<file path="config.mk">
export PLATFORM = sky130hd
export DESIGN_NAME = msgt_ctrl
export DESIGN_NICKNAME = d
export VERILOG_FILES = /design/src/msgt_pkg.sv /design/src/msgt_ctrl.sv
export SDC_FILE = /design/constraint.sdc
export NUM_CORES = 1
export LEC_CHECK = 0
export CAP_MARGIN = 30
export CORE_AREA = 2 2 39 41
export CTS_CLUSTER_SIZE = 25
export DETAILED_ROUTE_END_ITERATION = 6
export DIE_AREA = 0 0 41 43
export DONT_BUFFER_PORTS = 1
export SETUP_SLACK_MARGIN = 0.2
export SLEW_MARGIN = 20
export SYNTH_ARGS = -nofsm -noshare
export SYNTH_HDL_FRONTEND = slang
export SYNTH_SLANG_ARGS = --single-unit
</file>
<file path="constraint.sdc">
create_clock -name clock -period 1.5 [get_ports clock]
set_clock_uncertainty 0.15 [all_clocks]
set_input_delay 0 -clock clock [delete_from_list [all_inputs] [get_ports clock]]
set_output_delay 0 -clock clock [all_outputs]
set_load 0.1 [all_outputs]
</file>
<file path="src/msgt_pkg.sv">
// msgt_pkg: shared types, constants and codes for the multi-stop gradient table
// no dependencies
`default_nettype none
package msgt_pkg;
   localparam int MAX_STOPS_DEF = 16;
   localparam int POS_W = 17;
   localparam int COLOR_W = 32;
   localparam int LEN_W = 17;
   localparam int IDX_W = 16;
   localparam int CSR_IDX_W = 2;
   localparam logic [POS_W-1:0] ONE_FIX = 17'h10000;

   localparam logic [1:0] KIND_INSERT = 2'd0;
   localparam logic [1:0] KIND_CLEAR = 2'd1;
   localparam logic [1:0] KIND_LOOKUP = 2'd2;

   localparam logic [CSR_IDX_W-1:0] CSR_START = 2'd0;
   localparam logic [CSR_IDX_W-1:0] CSR_END = 2'd1;
   localparam logic [CSR_IDX_W-1:0] CSR_LEN = 2'd2;

   // commands from controller to datapath
   typedef struct packed {
      logic load;        // capture request fields
      logic ins_step;    // shift one stop up (from top) or write new stop
      logic clear;
      logic seg_start;   // reset segment walk
      logic seg_step;    // evaluate one stop boundary
      logic div_start;
      logic div_step;
      logic res_load;    // latch result
   } cmd_type;

   typedef struct packed {
      logic ins_done;
      logic full;
      logic seg_found;
      logic seg_done;
      logic div_done;
   } sts_type;
endpackage
`default_nettype wire

</file>
<file path="src/msgt_ctrl.sv">
// msgt_ctrl: sequencing state machine for insert, clear and lookup
// depends on msgt_pkg
`default_nettype none
module msgt_ctrl (
   input  wire logic clock,
   input  wire logic reset,
   input  wire logic req_valid,
   output logic req_stall,
   input  wire logic [1:0] req_kind,
   output logic rsp_valid,
   input  wire logic rsp_stall,
   output msgt_pkg::cmd_type cmd,
   input  wire msgt_pkg::sts_type sts
);
   import msgt_pkg::*;
   localparam logic [2:0] ST_IDLE = 3'd0;
   localparam logic [2:0] ST_INS = 3'd1;
   localparam logic [2:0] ST_SEG = 3'd2;
   localparam logic [2:0] ST_DIV = 3'd3;
   localparam logic [2:0] ST_RES = 3'd4;
   localparam logic [2:0] ST_OUT = 3'd5;
   localparam logic [2:0] ST_PRE = 3'd6;

   logic [2:0] state_ff, state_in;
   logic [1:0] kind_ff;
   logic accept;

   assign req_stall = (state_ff != ST_IDLE);
   assign accept = req_valid && !req_stall;
   assign rsp_valid = (state_ff == ST_OUT);

   always_comb begin
      state_in = state_ff;
      cmd = '0;
      case (state_ff)
         ST_IDLE: begin
            cmd.load = accept;
            if (accept) state_in = ST_PRE;
         end
         ST_PRE: begin
            if (kind_ff == KIND_INSERT && !sts.full) state_in = ST_INS;
            else if (kind_ff == KIND_LOOKUP) begin
               cmd.seg_start = 1'b1;
               state_in = ST_SEG;
            end else begin
               cmd.clear = 1'b1;
               state_in = ST_RES;
            end
         end
         ST_INS: begin
            cmd.ins_step = 1'b1;
            if (sts.ins_done) state_in = ST_RES;
         end
         ST_SEG: begin
            cmd.seg_step = 1'b1;
            if (sts.seg_found) state_in = ST_DIV;
            else if (sts.seg_done) state_in = ST_RES;
         end
         ST_DIV: begin
            cmd.div_start = 1'b1;
            state_in = ST_RES;
         end
         ST_RES: begin
            if (kind_ff == KIND_LOOKUP && !sts.div_done) begin
               cmd.div_step = 1'b1;
            end else begin
               cmd.res_load = 1'b1;
               state_in = ST_OUT;
            end
         end
         ST_OUT: begin
            if (!rsp_stall) state_in = ST_IDLE;
         end
         default: state_in = ST_IDLE;
      endcase
   end

   always_ff @(posedge clock) begin
      if (reset) state_ff <= ST_IDLE;
      else state_ff <= state_in;
      if (accept) kind_ff <= req_kind;
   end
endmodule
`default_nettype wire

</file>
==> results of run 1 <==
==> path summary, 6_finish.rpt <==
| check | endpoint | slack (ns) | startpoint | cells past startpoint |
|---|---|---|---|---|
| setup / recovery | state_ff[2]$_SDFFE_PP0P_ | -0.09 | state_ff[0]$_SDFFE_PP0P_ | 4 |
| hold / removal | state_ff[0]$_SDFFE_PP0P_ | 0.009 | rsp_stall | 3 |
| setup reg to reg | state_ff[2]$_SDFFE_PP0P_ | -0.09 | state_ff[0]$_SDFFE_PP0P_ | 4 |
| hold reg to reg | state_ff[1]$_SDFFE_PP0P_ | 0.58 | state_ff[0]$_SDFFE_PP0P_ | 3 |
==> cells in the mapped netlist (2+ instances only) <==
| library cell | count |
|---|---|
| and2_1 | 3 |
| dfxtp_1 | 3 |
| edfxtp_1 | 2 |
| nor2_1 | 2 |
| inv_1 | 3 |
| nor2b_1 | 2 |
| nor3b_2 | 2 |
| o2111ai_1 | 2 |
| a21oi_1 | 4 |
| nor3_1 | 4 |
| buf_4 | 3 |
| nand2b_1 | 2 |
==> power by group <==
part	internal (mW)	total, mW	switching, mW
Combinational	0.749	1.78	1.03
Sequential	0.208	0.258	0.0503
Clock	0.100	0.149	0.0489
==> metal layers <==
metal / share of wire [%] / routed length [um]
met1: 36 / 452
met2: 58 / 728
met3: 4.0 / 51
met4: 2.1 / 27
met5: 0 / 0
==> final cells by class <==
cell class | count | area [um2]
timing repair buffer | 30 | 368
inverter | 3 | 15.0
sequential | 5 | 126
clock buffer | 4 | 26.3
fill | 104 | 454
multi-input combinational | 37 | 374
tap | 16 | 20.0
==> timing repair <==
action | in CTS | in global routing
hold buffers | 8 | 0
setup endpoints to repair | 15 | 15
buffers inserted | 3 | 2
pin swaps | 7 | 6
endpoints found under the hold margin | 7 | 0
gates resized for setup | 14 | 11
==> metrics by stage <==
stage | setup WS, ns | total power, mW | hold slack (ns) | area, um2 | utilization [%]
5_1_grt | -0.139 | 2.30 | 0.0216 | 930 | 67.2
3_5_place_dp | -0.0662 | 1.72 | -0.0801 | 673 | 48.6
6_report | -0.0882 | 2.19 | 0.00906 | 930 | 67.2
2_1_floorplan | -0.568 | 1.29 | -0.0883 | 479 | -
3_3_place_gp | -0.0118 | 1.70 | -0.0845 | 673 | 48.6
4_1_cts | -0.0703 | 2.03 | 0.0358 | 857 | 61.9
==> layout by cell type, fill, tap and decap left out, types with 3 or more instances in the layout <==
cell type | synthesis | layout
dlygate4sd3_1 | 0 | 8
and2_4 | 0 | 3
a21oi_2 | 0 | 3
clkbuf_4 | 0 | 3
buf_6 | 0 | 4
buf_12 | 0 | 8
buf_4 | 3 | 9
nor3b_4 | 0 | 3
==> sequential cells by signal, indices dropped and copies added (netlist names) <==
register,count
kind_ff,2
state_ff,3
==> cell families (layout without fill, tap and decap cells) <==
kind of cell	after synthesis	count (layout)	synth area share [%]
flops	5	5	28.2
compound gates	11	11	19.9
simple gates	26	26	42.8
buf+inv	7	37	9.09
==> worst max-delay path, cell delays in order (launching register included) <==
cell     delay [ns]
dfxtp_2        0.33
or3b_1         0.39
or3_4          0.37
a31oi_1        0.16
nor3_1         0.08
==> impl_metrics.sql, run 1 <==
INSERT INTO impl_metrics (metric_group, metric, value, unit) VALUES
('status', 'status', 'finished, violations left', ''),
('status', 'violations', 'negative setup slack', ''),
('detailed_routing', 'drt-total-wl', '1260', 'um'),
('synthesis', 'yosysSeqAreaShare', '28.2', '%'),
('sta', 'timing.final.ws_setup', '-0.0882', 'ns'),
('cts', 'cts_buffers', '3', ''),
('placement', 'placed_cells', '78', ''),
('finish', 'final_nets', '91', ''),
('critical_path', 'worst-path-max-fanout', '4', ''),
('min_path', 'hold_path.class', 'in -> reg', ''),
('synthesis', 'postSynth.topFlopCell', 'dfxtp_1', ''),
('grt', 'number_of_antenna_violations_at_the_first_check_in_global_routing', '0', ''),
('sta', 'slew-limit-headroom', '81.0', '%'),
('sta', 'fin_crit_period', '1.59', 'ns'),
('cts', 'clock-sinks', '5', ''),
('synthesis', 'synth_async_sr_flop_share', '0', '%'),
('floorplan', 'num_rows', '14', ''),
('grt', 'globalRouteMet3Util', '2.09', '%'),
('grt', 'grtUsageMet1', '17.9', '%'),
('sta', 'min_period_over_period', '106', '%'),
('placement', 'placement.io_buffers', '0', ''),
('synthesis', 'post-synth-top-area-cell', 'dfxtp_1', ''),
('sta', 'final-hold-violation-count', '0', ''),
('detailed_routing', 'routed_length_per_placed_instance', '13.3', 'um'),
('power', 'cellLeakagePower', '0.359', 'nW'),
('sta', 'fin_tns_setup', '-0.382', 'ns'),
('floorplan', 'coreArea', '1380', 'um2'),
('sta', 'clock.fmax', '630', 'MHz'),
('cts', 'cts-root-to-sink-buffers', '2', ''),
('job', 'maxCapViolCount', '0', ''),
('synthesis', 'ys.warnings.count', '0', ''),
('placement', 'gp_congestion', '0.803', ''),
('sta', 'report.final.setup_viol', '8', ''),
('grt', 'grt_busiest_layer', 'met2', ''),
('power', 'vdd_ir_drop_max', '0.00117', 'V'),
('detailed_routing', 'drt_first_iter_violations', '6', ''),
('critical_path', 'worstPathRequired', '1.47', 'ns'),
('detailed_routing', 'detail_route.drc_violations', '0', ''),
('detailed_routing', 'vias_per_cell', '5.18', ''),
('sta', 'final_max_slew_viol_count', '0', ''),
('grt', 'grt.total_usage', '16.2', '%'),
('detailed_routing', 'ant_nets', '0', ''),
('synthesis', 'netlist.area_leader.share', '14.1', '%'),
('synthesis', 'post_synth_num_cell_types', '29', ''),
('cts', 'clkLatencyLatePin', '0.24', 'ns'),
('cts', 'worst_path_clk_slew', '0.04', 'ns'),
('floorplan', 'initial_utilization', '30.8', '%'),
('finish', 'area_growth', '118', '%'),
('grt', 'grt_start_max_net_pins', '10', ''),
('synthesis', 'synth_enable_flop_cells', '2', ''),
('sta', 'grt_setup_unrepaired', 'true', ''),
('power', 'power-per-cell-area', '2360', 'nW/um2'),
('critical_path', 'timing_worst_setup_path_type', 'reg -> reg', ''),
('grt', 'grt_pass1_vias', '455', ''),
('critical_path', 'cp_data_arrival_time', '1.56', 'ns'),
('placement', 'place_hpwl', '876', 'um'),
('detailed_routing', 'drt_pass1_iterations', '5', ''),
('critical_path', 'worstSetupEndpointType', 'register', ''),
('critical_path', 'category_of_the_worst_setup_path_launch_point', 'register', ''),
('synthesis', 'syn_avg_cell_area', '8.71', 'um2'),
('synthesis', 'synth.ff_latch_count', '5', ''),
('grt', 'grt_remaining_overflow', '0', ''),
('cts', 'tritoncts_clock_tree', 'done', ''),
('finish', 'antennaDiodeCount', '0', ''),
('finish', 'finalNonFillerCells', '95', ''),
('sta', 'worst_pin_slew', '0.285', 'ns'),
('floorplan', 'dieWidth', '41', 'um'),
('finish', 'drive_above_1_share', '65.8', '%'),
('synthesis', 'synth_area_leaders', 'dfxtp_1 14%, edfxtp_1 14%, nor3b_2 5.9%', ''),
('cts', 'htree_num_levels', '1', ''),
('synthesis', 'post_synthesis_cell_count', '49', ''),
('grt', 'grt_pass1_wl', '1950', 'um'),
('cts', 'clock-root-buffer', 'clkbuf_4', ''),
('floorplan', 'fp.dieArea', '1760', 'um2'),
('synthesis', 'synth_area', '427', 'um2'),
('synthesis', 'synth.net_count', '60', ''),
('floorplan', 'io_pins', '21', ''),
('floorplan', 'floorplan.die.height', '43', 'um'),
('grt', 'globalRouteMet2Util', '28.1', '%'),
('detailed_routing', 'routed_via_count', '492', '');
Power figures use the tool's default switching activity.
==> run 2, diff against run 1 <==
--- a/config.mk
+++ b/config.mk
@@ -11,6 +11,7 @@
 export DETAILED_ROUTE_END_ITERATION = 6
 export DIE_AREA = 0 0 41 43
 export DONT_BUFFER_PORTS = 1
+export PLACE_DENSITY = 0.48
 export SETUP_SLACK_MARGIN = 0.2
 export SLEW_MARGIN = 20
 export SYNTH_ARGS = -nofsm -noshare
==> impl_metrics.sql, run 2 (synthesized netlist as in run 1, its figures left out) <==
INSERT INTO impl_metrics (metric_group, metric, value, unit) VALUES
('status', 'status', 'finished, violations left', ''),
('status', 'violations', 'negative setup slack', ''),
('grt', 'number_of_antenna_violations_at_the_first_check_in_global_routing', '0', ''),
('cts', 'clock-sinks', '5', ''),
('detailed_routing', 'detail_route.drc_violations', '0', ''),
('floorplan', 'dieWidth', '41', 'um'),
('finish', 'final_nets', '94', ''),
('critical_path', 'category_of_the_worst_setup_path_launch_point', 'register', ''),
('placement', 'placement.io_buffers', '0', ''),
('detailed_routing', 'vias_per_cell', '5.00', ''),
('cts', 'cts-root-to-sink-buffers', '2', ''),
('grt', 'grt.total_usage', '16.8', '%'),
('power', 'power-per-cell-area', '2370', 'nW/um2'),
('sta', 'timing.final.ws_setup', '-0.0856', 'ns'),
('finish', 'flip_flop_count_of_the_largest_register_after_layout', '3', ''),
('floorplan', 'fp.dieArea', '1760', 'um2'),
('grt', 'grt_pass1_wl', '2060', 'um'),
('cts', 'htree_num_levels', '1', ''),
('placement', 'placed_standard_cell_area', '681', 'um2'),
('finish', 'area_growth', '113', '%'),
('cts', 'cts_buffers', '3', ''),
('floorplan', 'io_pins', '21', ''),
('placement', 'post-place-ws', '-0.0817', 'ns'),
('sta', 'min_period_over_period', '106', '%'),
('finish', 'commonest_cells_after_routing_fill_and_taps_aside', '13 x buf_4, 8 x buf_12, 7 x dlygate4sd3_1', ''),
('cts', 'worst_path_clk_slew', '0.04', 'ns'),
('sta', 'report.final.setup_viol', '10', ''),
('sta', 'final-hold-violation-count', '0', ''),
('critical_path', 'worst-path-max-fanout', '7', ''),
('sta', 'fin_crit_period', '1.59', 'ns'),
('floorplan', 'floorplan.die.height', '43', 'um'),
('detailed_routing', 'drt_pass1_iterations', '2', ''),
('power', 'cellLeakagePower', '0.373', 'nW'),
('finish', 'largest_register', 'state_ff', ''),
('cts', 'tritoncts_clock_tree', 'done', ''),
('sta', 'final_max_slew_viol_count', '0', ''),
('critical_path', 'worstPathRequired', '1.35', 'ns'),
('job', 'maxCapViolCount', '0', ''),
('sta', 'fin_worst_hold_slack', '0.0109', 'ns'),
('finish', 'drive_above_1_share', '63.4', '%'),
('grt', 'grt_remaining_overflow', '0', ''),
('grt', 'grt_start_max_net_pins', '11', ''),
('power', 'vdd_ir_drop_max', '0.00157', 'V'),
('detailed_routing', 'routed_via_count', '490', ''),
('critical_path', 'cp_data_arrival_time', '1.44', 'ns'),
('floorplan', 'num_rows', '14', ''),
('min_path', 'holdPathStages', '3', ''),
('grt', 'grt_pass1_vias', '526', ''),
('detailed_routing', 'drt_first_iter_violations', '2', ''),
('detailed_routing', 'drt-total-wl', '1220', 'um'),
('sta', 'clock.fmax', '631', 'MHz'),
('placement', 'gp_congestion', '0.822', ''),
('sta', 'grt_setup_unrepaired', 'true', ''),
('finish', 'post_layout_inst_area', '911', 'um2'),
('finish', 'layout_top_registers', 'state_ff (3), kind_ff (2)', ''),
('floorplan', 'coreArea', '1380', 'um2'),
('min_path', 'hold_path.class', 'in -> reg', ''),
('cts', 'clock-root-buffer', 'clkbuf_4', ''),
('finish', 'antennaDiodeCount', '0', ''),
('critical_path', 'worstSetupEndpointType', 'primary output', ''),
('finish', 'utilization', '65.8', '%'),
('cts', 'clkLatencyLatePin', '0.23', 'ns'),
('critical_path', 'timing_worst_setup_path_type', 'reg -> out', ''),
('placement', 'place_hpwl', '941', 'um'),
('finish', 'mostFrequentLayoutCell', 'buf_4', ''),
('detailed_routing', 'routed_length_per_placed_instance', '12.4', 'um'),
('floorplan', 'initial_utilization', '30.8', '%'),
('finish', 'num-fill-cells', '108', ''),
('sta', 'worst_pin_slew', '0.344', 'ns'),
('sta', 'slew-limit-headroom', '76.9', '%'),
('critical_path', 'ff2ff_path_depth', '4', ''),
('detailed_routing', 'ant_nets', '0', '');
run 2: timing repair:
action | in CTS | in global routing
endpoints found under the hold margin | 7 | 1
buffers inserted | 4 | 4
hold buffers | 6 | 1
endpoints found under the setup margin | 15 | 15
gates resized for setup | 16 | 3
pin swaps | 4 | 2
run 2: layout make-up:
| class | instances | area [um2] | share of cell area (%) |
|---|---|---|---|
| Timing Repair Buffer | 33 | 388 | 42.6 |
| Tap cell | 16 | 20.0 | 2.20 |
| Sequential cell | 5 | 123 | 13.5 |
| Inverter | 3 | 15.0 | 1.65 |
| Multi-Input combinational cell | 37 | 339 | 37.2 |
| Clock buffer | 4 | 26.3 | 2.88 |
run 2: worst paths after layout:
| path | startpoint | end | slack, ns |
|---|---|---|---|
| setup / recovery | state_ff[0]$_SDFFE_PP0P_ | cmd[4] | -0.09 |
| hold / removal | rsp_stall | state_ff[2]$_SDFFE_PP0P_ | 0.01 |
| setup reg to reg | state_ff[1]$_SDFFE_PP0P_ | state_ff[2]$_SDFFE_PP0P_ | -0.08 |
| hold reg to reg | state_ff[2]$_SDFFE_PP0P_ | state_ff[1]$_SDFFE_PP0P_ | 0.55 |
run 2: per-layer routing:
metal | vias up | wire length [um] | track usage (%)
met5 | - | 0 | 0
met4 | 0 | 21 | 13.3
met3 | 4 | 47 | 1.57
met2 | 14 | 676 | 26.9
met1 | 224 | 475 | 18.9
li1 | 248 | - | -
run 2: worst max-delay path, cell delays in order, from the launching register on:
cell and delay, ns:
dfxtp_2 0.33, buf_6 0.13, nand3b_1 0.24, nor3b_4 0.29
buf_12 0.21
run 2: stage by stage:
step                power, mW   TNS, ns  std cells
floorplan                1.29     -1.98         49
global placement         1.70  -0.00691         79
detailed placement       1.73    -0.164         79
CTS                      2.06    -0.406         93
global route             2.26     -1.25         98
finish                   2.15    -0.539         98
run 2: power breakdown:
| group | total [mW] | internal (mW) | leakage, nW | switching (mW) |
|---|---|---|---|---|
| combinational | 1.76 | 0.757 | 0.314 | 0.999 |
| clock | 0.150 | 0.100 | 0.0150 | 0.0500 |
| sequential | 0.249 | 0.202 | 0.0443 | 0.0471 |
| total | 2.15 | 1.06 | 0.373 | 1.10 |
==> run 3, diff against run 2 <==
--- a/config.mk
+++ b/config.mk
@@ -5,13 +5,14 @@
 export SDC_FILE = /design/constraint.sdc
 export NUM_CORES = 1
 export LEC_CHECK = 0
+export ABC_AREA = 1
 export CAP_MARGIN = 30
 export CORE_AREA = 2 2 39 41
 export CTS_CLUSTER_SIZE = 25
 export DETAILED_ROUTE_END_ITERATION = 6
 export DIE_AREA = 0 0 41 43
 export DONT_BUFFER_PORTS = 1
-export PLACE_DENSITY = 0.48
+export PLACE_DENSITY = 0.45
 export SETUP_SLACK_MARGIN = 0.2
 export SLEW_MARGIN = 20
 export SYNTH_ARGS = -nofsm -noshare
==> impl_metrics.sql, run 3 <==
INSERT INTO impl_metrics (metric_group, metric, value, unit) VALUES
('finish', 'drive_above_1_share', '52.6', '%'),
('synthesis', 'synth_area_leaders', 'dfxtp_1 16%, edfxtp_1 16%, inv_1 15%', ''),
('floorplan', 'dieWidth', '41', 'um'),
('sta', 'final-hold-violation-count', '0', ''),
('sta', 'fin_crit_period', '1.39', 'ns'),
('finish', 'layout_top_registers', 'state_ff (3), kind_ff (2)', ''),
('cts', 'cts-root-to-sink-buffers', '2', ''),
('floorplan', 'num_rows', '14', ''),
('critical_path', 'path_cells', 'nor2_4 -> nand2_4 -> nor2_4 -> buf_12', ''),
('sta', 'final_max_slew_viol_count', '0', ''),
('synthesis', 'syn_avg_cell_area', '5.86', 'um2'),
('grt', 'grt.total_usage', '16.0', '%'),
('detailed_routing', 'drt_pass1_iterations', '5', ''),
('synthesis', 'synth_async_sr_flop_share', '0', '%'),
('critical_path', 'worstPathRequired', '1.35', 'ns'),
('sta', 'clock.fmax', '717', 'MHz'),
('sta', 'slew-limit-headroom', '85.2', '%'),
('grt', 'grt_remaining_overflow', '0', ''),
('finish', 'num-fill-cells', '119', ''),
('detailed_routing', 'detail_route.drc_violations', '0', ''),
('detailed_routing', 'ant_nets', '0', ''),
('sta', 'min_period_over_period', '93.0', '%'),
('finish', 'utilization', '63.4', '%'),
('floorplan', 'initial_utilization', '27.9', '%'),
('detailed_routing', 'vias_per_cell', '4.43', ''),
('synthesis', 'synth.ff_latch_count', '5', ''),
('synthesis', 'post-synth-top-area-cell', 'dfxtp_1', ''),
('detailed_routing', 'met3_length', '57', 'um'),
('synthesis', 'synth.net_count', '77', ''),
('critical_path', 'worstSetupEndpointType', 'primary output', ''),
('placement', 'place_hpwl', '821', 'um'),
('cts', 'tritoncts_clock_tree', 'done', ''),
('job', 'maxCapViolCount', '0', ''),
('synthesis', 'post_synthesis_cell_count', '66', ''),
('detailed_routing', 'top_layer_used', 'met4', ''),
('placement', 'post-place-ws', '0.102', 'ns'),
('cts', 'worst_path_clk_slew', '0.04', 'ns'),
('synthesis', 'postSynth.topFlopCell', 'dfxtp_1', ''),
('finish', 'mostFrequentLayoutCell', 'inv_1', ''),
('critical_path', 'cp_data_arrival_time', '1.24', 'ns'),
('synthesis', 'yosysSeqAreaShare', '31.1', '%'),
('grt', 'number_of_antenna_violations_at_the_first_check_in_global_routing', '0', ''),
('detailed_routing', 'met2_length', '605', 'um'),
('critical_path', 'cell_occurring_most_often_along_the_worst_timing_path', 'nor2_4', ''),
('critical_path', 'category_of_the_worst_setup_path_launch_point', 'register', ''),
('floorplan', 'fp.dieArea', '1760', 'um2'),
('placement', 'placement.io_buffers', '0', ''),
('placement', 'placed_cells', '93', ''),
('critical_path', 'crit_slowest_cell', 'dfxtp_2', ''),
('critical_path', 'worst-path-max-fanout', '4', ''),
('floorplan', 'coreArea', '1380', 'um2'),
('floorplan', 'io_pins', '21', ''),
('detailed_routing', 'wl_met1', '490', 'um'),
('detailed_routing', 'routed_via_count', '492', ''),
('finish', 'antennaDiodeCount', '0', ''),
('finish', 'finalNonFillerCells', '111', ''),
('sta', 'report.final.setup_viol', '0', ''),
('finish', 'largest_register', 'state_ff', ''),
('grt', 'grt_start_max_net_pins', '6', ''),
('synthesis', 'netlist_top_cells_count', '15 x inv_1, 13 x nor2_1, 12 x nand2_1', ''),
('synthesis', 'netlist.area_leader.share', '15.5', '%'),
('detailed_routing', 'routed_length_per_placed_instance', '10.7', 'um'),
('finish', 'post_layout_inst_area', '877', 'um2'),
('floorplan', 'floorplan.die.height', '43', 'um'),
('synthesis', 'synth_enable_flop_cells', '2', ''),
('finish', 'area_growth', '127', '%'),
('critical_path', 'critical_path_s_largest_stage_delay', '0.34', 'ns'),
('cts', 'clock-sinks', '5', ''),
('finish', 'flip_flop_count_of_the_largest_register_after_layout', '3', ''),
('cts', 'htree_num_levels', '1', ''),
('critical_path', 'timing_worst_setup_path_type', 'reg -> out', ''),
('sta', 'worst_pin_slew', '0.221', 'ns'),
('cts', 'clkLatencyLatePin', '0.24', 'ns'),
('grt', 'grt_pass1_wl', '1840', 'um'),
('grt', 'grt_pass1_vias', '450', ''),
('cts', 'cts_buffers', '3', ''),
('finish', 'final_nets', '107', ''),
('placement', 'placed_standard_cell_area', '621', 'um2'),
('synthesis', 'most_frequent_cell_after_synthesis', 'inv_1', ''),
('critical_path', 'worst-path-buf-inv', '1', ''),
('sta', 'grt_setup_unrepaired', 'true', ''),
('finish', 'seqCellArea', '129', 'um2'),
('finish', 'multi_input_area', '313', 'um2'),
('placement', 'gp_congestion', '0.732', ''),
('synthesis', 'post_synth_num_cell_types', '14', ''),
('status', 'status', 'completed', ''),
('cts', 'clock-root-buffer', 'clkbuf_4', ''),
('detailed_routing', 'drt_first_iter_violations', '5', ''),
('detailed_routing', 'drt-total-wl', '1190', 'um'),
('sta', 'timing.final.ws_setup', '0.106', 'ns'),
('min_path', 'hold_path.class', 'in -> reg', ''),
('critical_path', 'worst_path_dominant_cell_family', 'simple AND/OR/NAND/NOR gates', ''),
('synthesis', 'synth_area', '387', 'um2'),
('synthesis', 'ys.warnings.count', '0', '');
[run 3: logic make-up after synthesis]
logic type / count (synthesis) / share of synthesized area [%]
simple gates: 39 / 44.0
buf+inv: 16 / 16.5
compound gates: 6 / 8.41
flops: 5 / 31.1
[run 3: area by class of cell]
class | instances | share of cell area, %
timing repair buffer | 26 | 36.8
multi-input combinational | 45 | 35.7
sequential | 5 | 14.7
inverter | 15 | 7.56
clock buffer | 4 | 3.00
tap | 16 | 2.28
[run 3: final timing paths]
path | endpoint | cells past startpoint | slack, ns | from
setup reg to reg | kind_ff[0]$_DFFE_PP_ | 4 | 0.17 | state_ff[0]$_SDFFE_PP0P_
hold / removal | kind_ff[1]$_DFFE_PP_ | 3 | 0.05 | req_valid
hold reg to reg | state_ff[1]$_SDFFE_PP0P_ | 5 | 0.55 | state_ff[0]$_SDFFE_PP0P_
setup / recovery | cmd[1] | 4 | 0.11 | state_ff[0]$_SDFFE_PP0P_
[run 3: worst register-to-register path, cell delays in order, from the launching register on]
cell     delay (ns)
dfxtp_2        0.34
nor2_4         0.22
nand2_8        0.08
nor2_4         0.13
buf_4          0.13
[run 3: layer usage]
| metal | track usage (%) | vias up |
|---|---|---|
| met2 | 24.1 | 18 |
| met5 | 0 | - |
| met1 | 19.8 | 210 |
| met4 | 14.0 | 0 |
| met3 | 0 | 4 |
| li1 | - | 260 |
[run 3: through the flow]
stage	hold WS [ns]	TNS (ns)
floorplan	-0.0883	-0.609
global placement	-0.0811	0
detailed placement	-0.0830	0
CTS	0.0245	0
global route	0.0530	0
finish	0.0504	0
[run 3: what timing repair did]
item / CTS / global route
buffers inserted: 5 / 1
hold buffers: 8 / 0
gates cloned: 0 / 0
resized for setup: 25 / 7
endpoints found under the hold margin: 5 / 0
setup endpoints to repair: 13 / 15
pin swaps: 7 / 5
Power of run 3 is not shown: default switching activity piles up to over one toggle a cycle in this logic, so the estimate is an artifact.
